<file path="src/rtl/assert_macros.svh">
// ----------------------------------------------------------------------------
// assert_macros.svh
// Concurrent assertion shorthands shared by the RTL.
// ----------------------------------------------------------------------------
`ifndef ASSERT_MACROS_SVH
`define ASSERT_MACROS_SVH

// Checked only outside reset.
`define ASSERT_CHK(lbl, clk, rst_n, prop, msg) \
  lbl: assert property (@(posedge clk) disable iff (!rst_n) prop) else $error(msg);

// Checked at every edge, reset included.
`define ASSERT_ALWAYS(lbl, clk, prop, msg) \
  lbl: assert property (@(posedge clk) prop) else $error(msg);

`endif

</file>
<file path="src/rtl/arp_pkg.sv">
// ----------------------------------------------------------------------------
// arp_pkg
// Shared constants, frame size tables and controller/datapath interface types
// for the AMR RTP packetizer.
// ----------------------------------------------------------------------------
package arp_pkg;

  localparam int MAX_FRAMES_PER_PACKET = 15;
  localparam int MAX_RESULTS           = 15;

  localparam logic [3:0] FRAME_LIMIT = 4'(MAX_FRAMES_PER_PACKET);
  localparam logic [3:0] LAST_COUNT  = 4'(MAX_RESULTS - 1);

  // Configuration register indexes
  localparam int CFG_IDX_W = 2;
  localparam logic [CFG_IDX_W-1:0] REG_WIDEBAND = 2'd0;
  localparam logic [CFG_IDX_W-1:0] REG_PATH_MTU = 2'd1;

  localparam logic [13:0] MTU_RESET = 14'd1450;

  // Speech bytes per frame type
  localparam logic [5:0] NB_SIZES [16] = '{
    6'd12, 6'd13, 6'd15, 6'd17, 6'd19, 6'd20, 6'd26, 6'd31,
    6'd5,  6'd0,  6'd0,  6'd0,  6'd0,  6'd0,  6'd0,  6'd0
  };
  localparam logic [5:0] WB_SIZES [16] = '{
    6'd17, 6'd23, 6'd32, 6'd36, 6'd40, 6'd46, 6'd50, 6'd58,
    6'd60, 6'd5,  6'd5,  6'd0,  6'd0,  6'd0,  6'd0,  6'd0
  };

  function automatic logic [5:0] speech_size(input logic wb, input logic [3:0] ft);
    return wb ? WB_SIZES[ft] : NB_SIZES[ft];
  endfunction

  // Controller to datapath
  typedef struct packed {
    logic load;       // capture a new sample, start frame count
    logic tail_init;  // restart frame count against the remaining bytes
    logic step;       // add one frame to the running count
    logic latch_n;    // freeze frames per packet and packet size
    logic emit;       // write one packet descriptor to the output register
    logic tail;       // emitted packet is the short tail
  } cmd_t;

  // Datapath to controller
  typedef struct packed {
    logic sample_zero; // offered sample is empty
    logic can_add;     // one more frame fits the current limit
    logic full;        // remaining bytes cover a whole packet
    logic last;        // full packet about to go out ends the sample
  } sts_t;

endpackage

</file>
<file path="src/rtl/amr_rtp_packetizer.sv">
// ----------------------------------------------------------------------------
// amr_rtp_packetizer
// Splits one AMR / AMR-WB sample into octet-aligned RTP packet descriptors.
// ----------------------------------------------------------------------------
// Usage:
//   Input channel (in_valid / in_stall): one beat per stored sample, giving
//   its first byte, its length and its timestamp. An empty sample is taken
//   and produces no packet.
//   Output channel (out_valid / out_stall): one beat per packet, up to 15
//   per sample; out_last_packet marks the final one.
//   Config channel (cfg_valid / cfg_ready, always ready): index 0 selects
//   the wideband size table, index 1 sets the path MTU. Write only when idle.
// Timing:
//   The frame counter adds one frame size per cycle. A sample is accepted,
//   its frames per packet are counted, each full packet is emitted, and a
//   short tail, if one remains, is counted and emitted. An empty sample is
//   only accepted. in_stall stays high until the last packet is in the
//   output reg.
// Reset: sequence counter cleared, narrowband table, MTU 1450, no beat out.
// Stall: the output register holds its packet; the sequencer waits before
//   writing the next one, nothing is dropped.
// ----------------------------------------------------------------------------
`include "assert_macros.svh"

module amr_rtp_packetizer (
  input  logic                          clk,
  input  logic                          rst_n,
  input  logic                          in_valid,
  output logic                          in_stall,
  input  logic [7:0]                    in_header_byte,
  input  logic [9:0]                    in_sample_bytes,
  input  logic [31:0]                   in_time_stamp,
  output logic                          out_valid,
  input  logic                          out_stall,
  output logic [15:0]                   out_seq_number,
  output logic [31:0]                   out_pkt_time,
  output logic [7:0]                    out_lead_byte,
  output logic [3:0]                    out_frame_count,
  output logic [7:0]                    out_toc_final_byte,
  output logic [9:0]                    out_data_offset,
  output logic [5:0]                    out_frame_bytes,
  output logic                          out_last_packet,
  input  logic                          cfg_valid,
  output logic                          cfg_ready,
  input  logic [arp_pkg::CFG_IDX_W-1:0] cfg_index,
  input  logic [13:0]                   cfg_data
);

  arp_pkg::cmd_t cmd;
  arp_pkg::sts_t sts;

  assign cfg_ready = 1'b1;

  // Sequencer
  arp_ctrl u_ctrl (
    .clk       (clk),
    .rst_n     (rst_n),
    .in_valid  (in_valid),
    .in_stall  (in_stall),
    .out_valid (out_valid),
    .out_stall (out_stall),
    .sts       (sts),
    .cmd       (cmd)
  );

  // Datapath
  arp_dp u_dp (
    .clk                (clk),
    .rst_n              (rst_n),
    .cmd                (cmd),
    .sts                (sts),
    .cfg_valid          (cfg_valid),
    .cfg_index          (cfg_index),
    .cfg_data           (cfg_data),
    .in_header_byte     (in_header_byte),
    .in_sample_bytes    (in_sample_bytes),
    .in_time_stamp      (in_time_stamp),
    .out_seq_number     (out_seq_number),
    .out_pkt_time       (out_pkt_time),
    .out_lead_byte      (out_lead_byte),
    .out_frame_count    (out_frame_count),
    .out_toc_final_byte (out_toc_final_byte),
    .out_data_offset    (out_data_offset),
    .out_frame_bytes    (out_frame_bytes),
    .out_last_packet    (out_last_packet)
  );

  // Checks
  `ASSERT_ALWAYS(a_reset_idle, clk, !rst_n |=> !out_valid && !in_stall, "not idle after reset")
  `ASSERT_CHK(a_emit_free, clk, rst_n, cmd.emit |-> (!out_valid || !out_stall), "emit over held beat")
  `ASSERT_CHK(a_emit_valid, clk, rst_n, cmd.emit |=> out_valid, "emitted packet not shown")
  `ASSERT_CHK(a_busy_after_take, clk, rst_n, (in_valid && !in_stall && !sts.sample_zero) |=> in_stall, "sample taken but not busy")

endmodule

</file>
<file path="src/rtl/arp_ctrl.sv">
// ----------------------------------------------------------------------------
// arp_ctrl
// Sequencer: sample accept, frame counting, packet emission and the
// output handshake.
// ----------------------------------------------------------------------------
module arp_ctrl (
  input  logic          clk,
  input  logic          rst_n,
  input  logic          in_valid,
  output logic          in_stall,
  output logic          out_valid,
  input  logic          out_stall,
  input  arp_pkg::sts_t sts,
  output arp_pkg::cmd_t cmd
);

  typedef enum logic [2:0] {
    S_IDLE,
    S_COUNT_N,
    S_PACK,
    S_COUNT_T,
    S_EMIT_T
  } state_t;

  state_t state_r, state_nxt;
  logic   in_stall_r, in_stall_nxt;
  logic   out_valid_r, out_valid_nxt;
  logic   out_free;

  assign out_free = !out_valid_r || !out_stall;

  // Next state and commands
  always_comb begin
    state_nxt    = state_r;
    in_stall_nxt = in_stall_r;
    cmd          = '0;
    unique case (state_r)
      S_IDLE: begin
        if (in_valid) begin
          cmd.load = 1'b1;
          if (!sts.sample_zero) begin
            state_nxt    = S_COUNT_N;
            in_stall_nxt = 1'b1;
          end
        end
      end
      S_COUNT_N: begin
        if (sts.can_add) begin
          cmd.step = 1'b1;
        end else begin
          cmd.latch_n = 1'b1;
          state_nxt   = S_PACK;
        end
      end
      S_PACK: begin
        if (!sts.full) begin
          cmd.tail_init = 1'b1;
          state_nxt     = S_COUNT_T;
        end else if (out_free) begin
          cmd.emit = 1'b1;
          if (sts.last) begin
            state_nxt    = S_IDLE;
            in_stall_nxt = 1'b0;
          end
        end
      end
      S_COUNT_T: begin
        if (sts.can_add) begin
          cmd.step = 1'b1;
        end else begin
          state_nxt = S_EMIT_T;
        end
      end
      S_EMIT_T: begin
        if (out_free) begin
          cmd.emit     = 1'b1;
          cmd.tail     = 1'b1;
          state_nxt    = S_IDLE;
          in_stall_nxt = 1'b0;
        end
      end
      default: begin
        state_nxt    = S_IDLE;
        in_stall_nxt = 1'b0;
      end
    endcase
    out_valid_nxt = cmd.emit | (out_valid_r & out_stall);
  end

  // State and registered handshake outputs
  always_ff @(posedge clk) begin
    if (!rst_n) begin
      state_r     <= S_IDLE;
      in_stall_r  <= 1'b0;
      out_valid_r <= 1'b0;
    end else begin
      state_r     <= state_nxt;
      in_stall_r  <= in_stall_nxt;
      out_valid_r <= out_valid_nxt;
    end
  end

  assign in_stall  = in_stall_r;
  assign out_valid = out_valid_r;

endmodule

</file>
<file path="src/rtl/arp_dp.sv">
// ----------------------------------------------------------------------------
// arp_dp
// Datapath: configuration registers, sample registers, frame counter,
// packet bookkeeping and the output descriptor register.
// ----------------------------------------------------------------------------
module arp_dp (
  input  logic                           clk,
  input  logic                           rst_n,
  input  arp_pkg::cmd_t                  cmd,
  output arp_pkg::sts_t                  sts,
  input  logic                           cfg_valid,
  input  logic [arp_pkg::CFG_IDX_W-1:0]  cfg_index,
  input  logic [13:0]                    cfg_data,
  input  logic [7:0]                     in_header_byte,
  input  logic [9:0]                     in_sample_bytes,
  input  logic [31:0]                    in_time_stamp,
  output logic [15:0]                    out_seq_number,
  output logic [31:0]                    out_pkt_time,
  output logic [7:0]                     out_lead_byte,
  output logic [3:0]                     out_frame_count,
  output logic [7:0]                     out_toc_final_byte,
  output logic [9:0]                     out_data_offset,
  output logic [5:0]                     out_frame_bytes,
  output logic                           out_last_packet
);

  // Configuration
  logic        wideband_r;
  logic [13:0] mtu_r;

  // Sample
  logic        f_r, q_r;
  logic [3:0]  ft_r;
  logic [5:0]  speech_r;
  logic [5:0]  fsize_r;
  logic [9:0]  rem_r;
  logic [31:0] ts_r;

  // Frame counter
  logic [9:0]  limit_r;
  logic [9:0]  acc_r;
  logic [3:0]  k_r;

  // Packet bookkeeping
  logic [3:0]  nframes_r;
  logic [9:0]  chunk_max_r;
  logic [9:0]  offset_r;
  logic [3:0]  count_r;
  logic [15:0] seq_r;

  logic [5:0]  in_speech;
  logic [9:0]  in_limit;
  logic [10:0] acc_sum;
  logic [3:0]  fc;
  logic [9:0]  chunk;
  logic [9:0]  rem_after;
  logic [15:0] seq_inc;

  assign in_speech = arp_pkg::speech_size(wideband_r, in_header_byte[6:3]);
  assign in_limit  = ({4'd0, in_sample_bytes} < mtu_r) ? in_sample_bytes : mtu_r[9:0];
  assign acc_sum   = {1'b0, acc_r} + {5'd0, fsize_r};

  assign fc        = cmd.tail ? k_r : nframes_r;
  assign chunk     = cmd.tail ? rem_r : chunk_max_r;
  assign rem_after = rem_r - chunk_max_r;
  assign seq_inc   = seq_r + 16'd1;

  // Status
  always_comb begin
    sts.sample_zero = (in_sample_bytes == 10'd0);
    sts.can_add     = (k_r != arp_pkg::FRAME_LIMIT) && (acc_sum <= {1'b0, limit_r});
    sts.full        = (rem_r >= chunk_max_r);
    sts.last        = (rem_after == 10'd0) || (nframes_r == 4'd0) ||
                      (count_r == arp_pkg::LAST_COUNT);
  end

  // Configuration writes
  always_ff @(posedge clk) begin
    if (!rst_n) begin
      wideband_r <= 1'b0;
      mtu_r      <= arp_pkg::MTU_RESET;
    end else if (cfg_valid) begin
      unique case (cfg_index)
        arp_pkg::REG_WIDEBAND: wideband_r <= cfg_data[0];
        arp_pkg::REG_PATH_MTU: mtu_r      <= cfg_data;
        default: ;
      endcase
    end
  end

  // Sequence counter
  always_ff @(posedge clk) begin
    if (!rst_n) begin
      seq_r <= 16'd0;
    end else if (cmd.emit) begin
      seq_r <= seq_inc;
    end
  end

  // Sample capture, frame counting and packet bookkeeping
  always_ff @(posedge clk) begin
    if (cmd.load) begin
      f_r      <= in_header_byte[7];
      ft_r     <= in_header_byte[6:3];
      q_r      <= in_header_byte[2];
      speech_r <= in_speech;
      fsize_r  <= in_speech + 6'd1;
      rem_r    <= in_sample_bytes;
      ts_r     <= in_time_stamp;
      limit_r  <= in_limit;
      acc_r    <= 10'd0;
      k_r      <= 4'd0;
      offset_r <= 10'd0;
      count_r  <= 4'd0;
    end else begin
      if (cmd.tail_init) begin
        limit_r <= rem_r;
        acc_r   <= 10'd0;
        k_r     <= 4'd0;
      end
      if (cmd.step) begin
        acc_r <= acc_sum[9:0];
        k_r   <= k_r + 4'd1;
      end
      if (cmd.latch_n) begin
        nframes_r   <= k_r;
        chunk_max_r <= acc_r;
      end
      if (cmd.emit) begin
        rem_r    <= rem_r - chunk;
        offset_r <= offset_r + chunk;
        count_r  <= count_r + 4'd1;
      end
    end
  end

  // Output descriptor register
  always_ff @(posedge clk) begin
    if (cmd.emit) begin
      out_seq_number     <= seq_inc;
      out_pkt_time       <= ts_r;
      out_lead_byte      <= {1'b1, ft_r, q_r, 2'b00};
      out_frame_count    <= fc;
      out_toc_final_byte <= (fc != 4'd0) ? {f_r, ft_r, q_r, 2'b00} : 8'd0;
      out_data_offset    <= (fc != 4'd0) ? (offset_r + 10'd1) : 10'd0;
      out_frame_bytes    <= speech_r;
      out_last_packet    <= cmd.tail | sts.last;
    end
  end

endmodule
</file>
<file path="config.mk">
export PLATFORM = sky130hd
export DESIGN_NAME = amr_rtp_packetizer
export DESIGN_NICKNAME = d
export VERILOG_FILES = /design/src/rtl/arp_pkg.sv /design/src/rtl/amr_rtp_packetizer.sv /design/src/rtl/arp_ctrl.sv /design/src/rtl/arp_dp.sv
export VERILOG_INCLUDE_DIRS = /design/src /design/src/rtl
export SDC_FILE = /design/constraint.sdc
export NUM_CORES = 1
export LEC_CHECK = 0
export BUFFER_PORTS_ARGS = -buffer_cell sky130_fd_sc_hd__buf_2
export CAP_MARGIN = 20
export CORE_AREA = 3 3 140 142
export CTS_CLUSTER_DIAMETER = 100
export DETAILED_ROUTE_END_ITERATION = 7
export DIE_AREA = 0 0 143 145
export PLACE_DENSITY = 0.89
export SLEW_MARGIN = 20
export SYNTH_ARGS = -nofsm -noshare
export SYNTH_HDL_FRONTEND = slang
export SYNTH_SLANG_ARGS = --single-unit
export TNS_END_PERCENT = 20
</file>
<file path="constraint.sdc">
create_clock -name clk -period 6.9 [get_ports clk]
set_clock_uncertainty 0.05 [all_clocks]
set_input_delay 0.345 -clock clk [delete_from_list [all_inputs] [get_ports clk]]
set_output_delay 0.345 -clock clk [all_outputs]
set_load 0.005 [all_outputs]
</file>
==> impl_metrics.tcl <==
set metrics [dict create \
    status "complete, no violations" \
    coreArea_sq_um 18600 \
    gp_congestion 0.879 \
    yosys_warnings 0 \
    fin_ws_ps 2240 \
    synth_cell_types 69 \
    worstSetupPathType "flop to flop" \
    area_growth_syn_to_layout_pct 17.8 \
    grt_max_degree 79 \
    cp.depth 16 \
    overflow 0 \
    grt_pass1_vias 7682 \
    postRouteAntennaNets 0 \
    clock_tree.root_cell "clkbuf_16" \
    die_area_sq_um 20700 \
    cts_tree "done" \
    placed_cell_area_sq_um 12000 \
    yosys-top-cells-area "edfxtp_1 45%, dfxtp_1 12%, ha_1 7.6%" \
    post-route-cell-area_sq_um 13000 \
    grt_antenna_before_repair 0 \
    synthArstFlopShare 0 \
    vias_per_cell 5.57 \
    path_clk_slew_ps 60 \
    r2r_start "u_dp.acc_r[0]$_SDFFE_PP0P_" \
    critPathRequiredTime_ps 7210 \
    yosysSeqAreaShare 0.561 \
    hpwl_um 15900 \
    rsz0062_at_grt "false" \
    crit_fanout 13 \
    worstHoldPathType "input port to flop" \
    worstPathArrival_ps 4970 \
    final_util 0.701 \
    diodes 0 \
    whs_path_depth 3 \
    drc_errors 0 \
    rr_worst_depth 16 \
    dieWidth_um 143 \
    grt_usage 0.219 \
    post-cts-setup-buffers 0 \
    r2r_end "u_dp.k_r[0]$_SDFFE_PP0P_" \
    use_met1 0.280 \
    synth_ff_type "edfxtp_1" \
    min_period_over_period 0.676 \
    grt_busiest_layer "met2" \
    cp_slowest_stage_delay_ps 630 \
    power.density_nw_per_um2 290 \
    pin_count 159 \
    multi_input_area_sq_um 4440 \
    drtPass1Iterations 5 \
    synth_edf_count 164 \
    drive_gt1_frac 0.174 \
    netlist_area_sq_um 11100 \
    cp_num_buf_inv 1 \
    finalWirelength_um 23400 \
    crit_slowest_cell "nand4_1" \
    setup_viol 0 \
    synth_top_area_frac 0.445 \
    portBuffers 150 \
    clk_latency_ps 510 \
    drv_slew 0 \
    die_h_um 145 \
    worstSetupStartpointType "flop" \
    cp_cell_sequence "ha_1 > inv_1 > fa_1 > nor2b_1 > o21ai_0 > a21oi_1 > o21ai_0 > a21oi_1 > xnor2_1 > ha_1 > nand3_1 > a211oi_1 > o41ai_1 > nand4_1 > nand3_1 > mux2i_1" \
    start_util 0.595 \
    rows 50 \
    numCtsBuffers 23 \
    p_leak_nw 5.46 \
    place_ws_ps 2510 \
    grt_pass1_wl_um 37300 \
    synth_seq_cells 228 \
    finalHoldViolations 0 \
    avgSynthCellArea_sq_um 11.2 \
    holdPathEnd "u_dp.mtu_r[7]$_SDFFE_PN1P_" \
    met2_usage 0.383 \
    fillerInstances 1293 \
    worstHoldStart "cfg_data[7]" \
    period_needed_ps 4660 \
    nets 1309 \
    worstMarginPinSlew_ps 946 \
    clk_path_buf_depth 3 \
    routedWlPerCell_um 16.5 \
    setup_tns_ps 0 \
    max_cap_viol_count 0 \
    via_count 7904 \
    synth_largest_area_cell "edfxtp_1" \
    cts.htree.levels 1 \
    cts_resized 0 \
    cts.sink_count 228 \
    crit_path_end_kind "flop" \
    grtUsageMet3 0.0349 \
    postSynthCellCount 985 \
    drtIter0Drc 591 \
    regArea_sq_um 6210 \
    critPathTopFamily "simple AND/OR/NAND/NOR gates" \
    ir_drop_v 0.000206 \
    timing.fmax_mhz 214 \
    slew-limit-headroom 0.364 \
    r2r_slack_ps 2240 \
]
==> layout make-up <==
class                   instances  share of cell area
flip-flops and latches        228               0.476
multi-input cells             656               0.341
repair buffers                190              0.0874
clock buffers                  32              0.0468
well taps                     234              0.0225
inverters                      69              0.0201
clock inverters                10             0.00615
==> cell families (layout without fill, tap and decap cells) <==
family                   Yosys count  count (layout)  share of synthesized area
AO/OA/AOI/OAI                    180             180                      0.111
multiplexers                      32              32                     0.0291
flip-flops                       228             228                      0.561
AND/OR/NAND/NOR                  317             317                      0.137
buffers and inverters            105             301                     0.0396
XOR/XNOR                          51              51                     0.0404
other                              2               6                   0.000679
adder cells (fa/ha/maj)           70              70                     0.0812
==> cell usage in the layout (no fill, tap or decap), types with 3 or more instances in the layout <==
cell type / synthesis / routed
clkinv_2: 0 / 5
a21o_1: 4 / 4
buf_4: 7 / 5
o21ai_0: 38 / 38
clkbuf_16: 0 / 23
nor3_1: 12 / 12
nor3b_1: 5 / 5
a21boi_0: 18 / 18
conb_1: 2 / 6
xor2_1: 26 / 26
o31ai_1: 9 / 9
or3_1: 4 / 4
nand2b_1: 14 / 14
a21oi_1: 43 / 43
o211ai_1: 11 / 11
o21a_1: 10 / 10
nor2_1: 51 / 51
edfxtp_1: 164 / 164
o22ai_1: 3 / 3
and3_1: 11 / 11
or2_2: 3 / 3
nand4_1: 8 / 8
a31oi_1: 7 / 7
dfxtp_1: 64 / 64
clkbuf_1: 20 / 9
inv_1: 68 / 67
a211oi_1: 6 / 6
nand2_1: 136 / 136
o41ai_1: 3 / 3
nor2b_1: 19 / 19
xnor2_1: 25 / 25
dlygate4sd3_1: 0 / 35
buf_2: 8 / 150
mux2i_1: 31 / 31
fa_1: 3 / 3
nand3_1: 31 / 31
nand3b_1: 3 / 3
nor4_1: 6 / 6
ha_1: 67 / 67
==> synth_stat cells, drive strengths merged (13+ instances only) <==
master  number
and3        13
nor2b       19
buf         16
edfxtp     164
xnor2       25
nand3       32
o21ai       38
a21oi       45
ha          67
a21boi      20
mux2i       31
clkbuf      20
nor2        51
xor2        26
nand2      136
inv         69
dfxtp       64
nand2b      14
==> worst reg2reg max path: cells and delay by family (launching register included) <==
family                   cells  cell delay [ps]
multiplexers                 1              120
flip-flops                   1              380
adder cells (fa/ha/maj)      3              910
AO/OA/AOI/OAI                6             1390
XOR/XNOR                     1              190
buffers and inverters        1               60
AND/OR/NAND/NOR              4             1400
==> repair_timing <==
action / in CTS / in global routing
hold buffers: 35 / 0
hold endpoints to repair: 35 / 0
endpoints found under the setup margin: 0 / 0
==> per-stage QoR <==
| stage | instances | total power, W | hold WS (ps) |
|---|---|---|---|
| after global placement | 1342 | 0.00256 | 350 |
| after detailed placement | 1342 | 0.00261 | 355 |
| after floorplan | 989 | 0.00240 | 350 |
| after global routing | 1419 | 0.00397 | 14.0 |
| after CTS | 1419 | 0.00379 | 6.28 |
| final | 1419 | 0.00378 | 10.8 |
==> registers in the layout, indices dropped and copies added, names as in the netlist, 10 cells and up <==
signal,flops
u_dp.out_data_offset,10
u_dp.out_seq_number,16
u_dp.chunk_max_r,10
u_dp.offset_r,10
u_dp.seq_r,16
u_dp.out_pkt_time,32
u_dp.limit_r,10
u_dp.acc_r,10
u_dp.mtu_r,14
u_dp.ts_r,32
u_dp.rem_r,10
==> worst max-delay path by stage <==
| stage | slack (ps) | endpoint | start |
|---|---|---|---|
| 6_report | 2240 | u_dp.k_r[0]$_SDFFE_PP0P_ | u_dp.acc_r[0]$_SDFFE_PP0P_ |
| 5_1_grt | 1910 | u_dp.acc_r[6]$_SDFFE_PP0P_ | u_dp.acc_r[0]$_SDFFE_PP0P_ |
| 4_1_cts | 2340 | u_dp.k_r[3]$_SDFFE_PP0P_ | u_dp.acc_r[0]$_SDFFE_PP0P_ |
| 3_5_place_dp | 2510 | u_dp.k_r[3]$_SDFFE_PP0P_ | u_dp.fsize_r[0]$_DFFE_PP_ |
| 3_3_place_gp | 2620 | u_dp.k_r[3]$_SDFFE_PP0P_ | u_dp.acc_r[0]$_SDFFE_PP0P_ |
| 2_1_floorplan | 3090 | u_dp.chunk_max_r[0]$_DFFE_PP_ | u_dp.acc_r[0]$_SDFFE_PP0P_ |
==> power by group <==
part | internal, W | switching, W
Clock | 0.000657 | 0.000491
Combinational | 0.000355 | 0.000536
Sequential | 0.00165 | 0.0000918
==> metal layers <==
| layer | share of wire | vias to the layer above | routed length (um) |
|---|---|---|---|
| met5 | 0 | - | 0 |
| met4 | 0.027 | 0 | 636 |
| met3 | 0.059 | 52 | 1380 |
| met2 | 0.50 | 264 | 11800 |
| met1 | 0.41 | 3705 | 9590 |
| li1 | - | 3883 | - |
(Power assumes the default switching activity.)
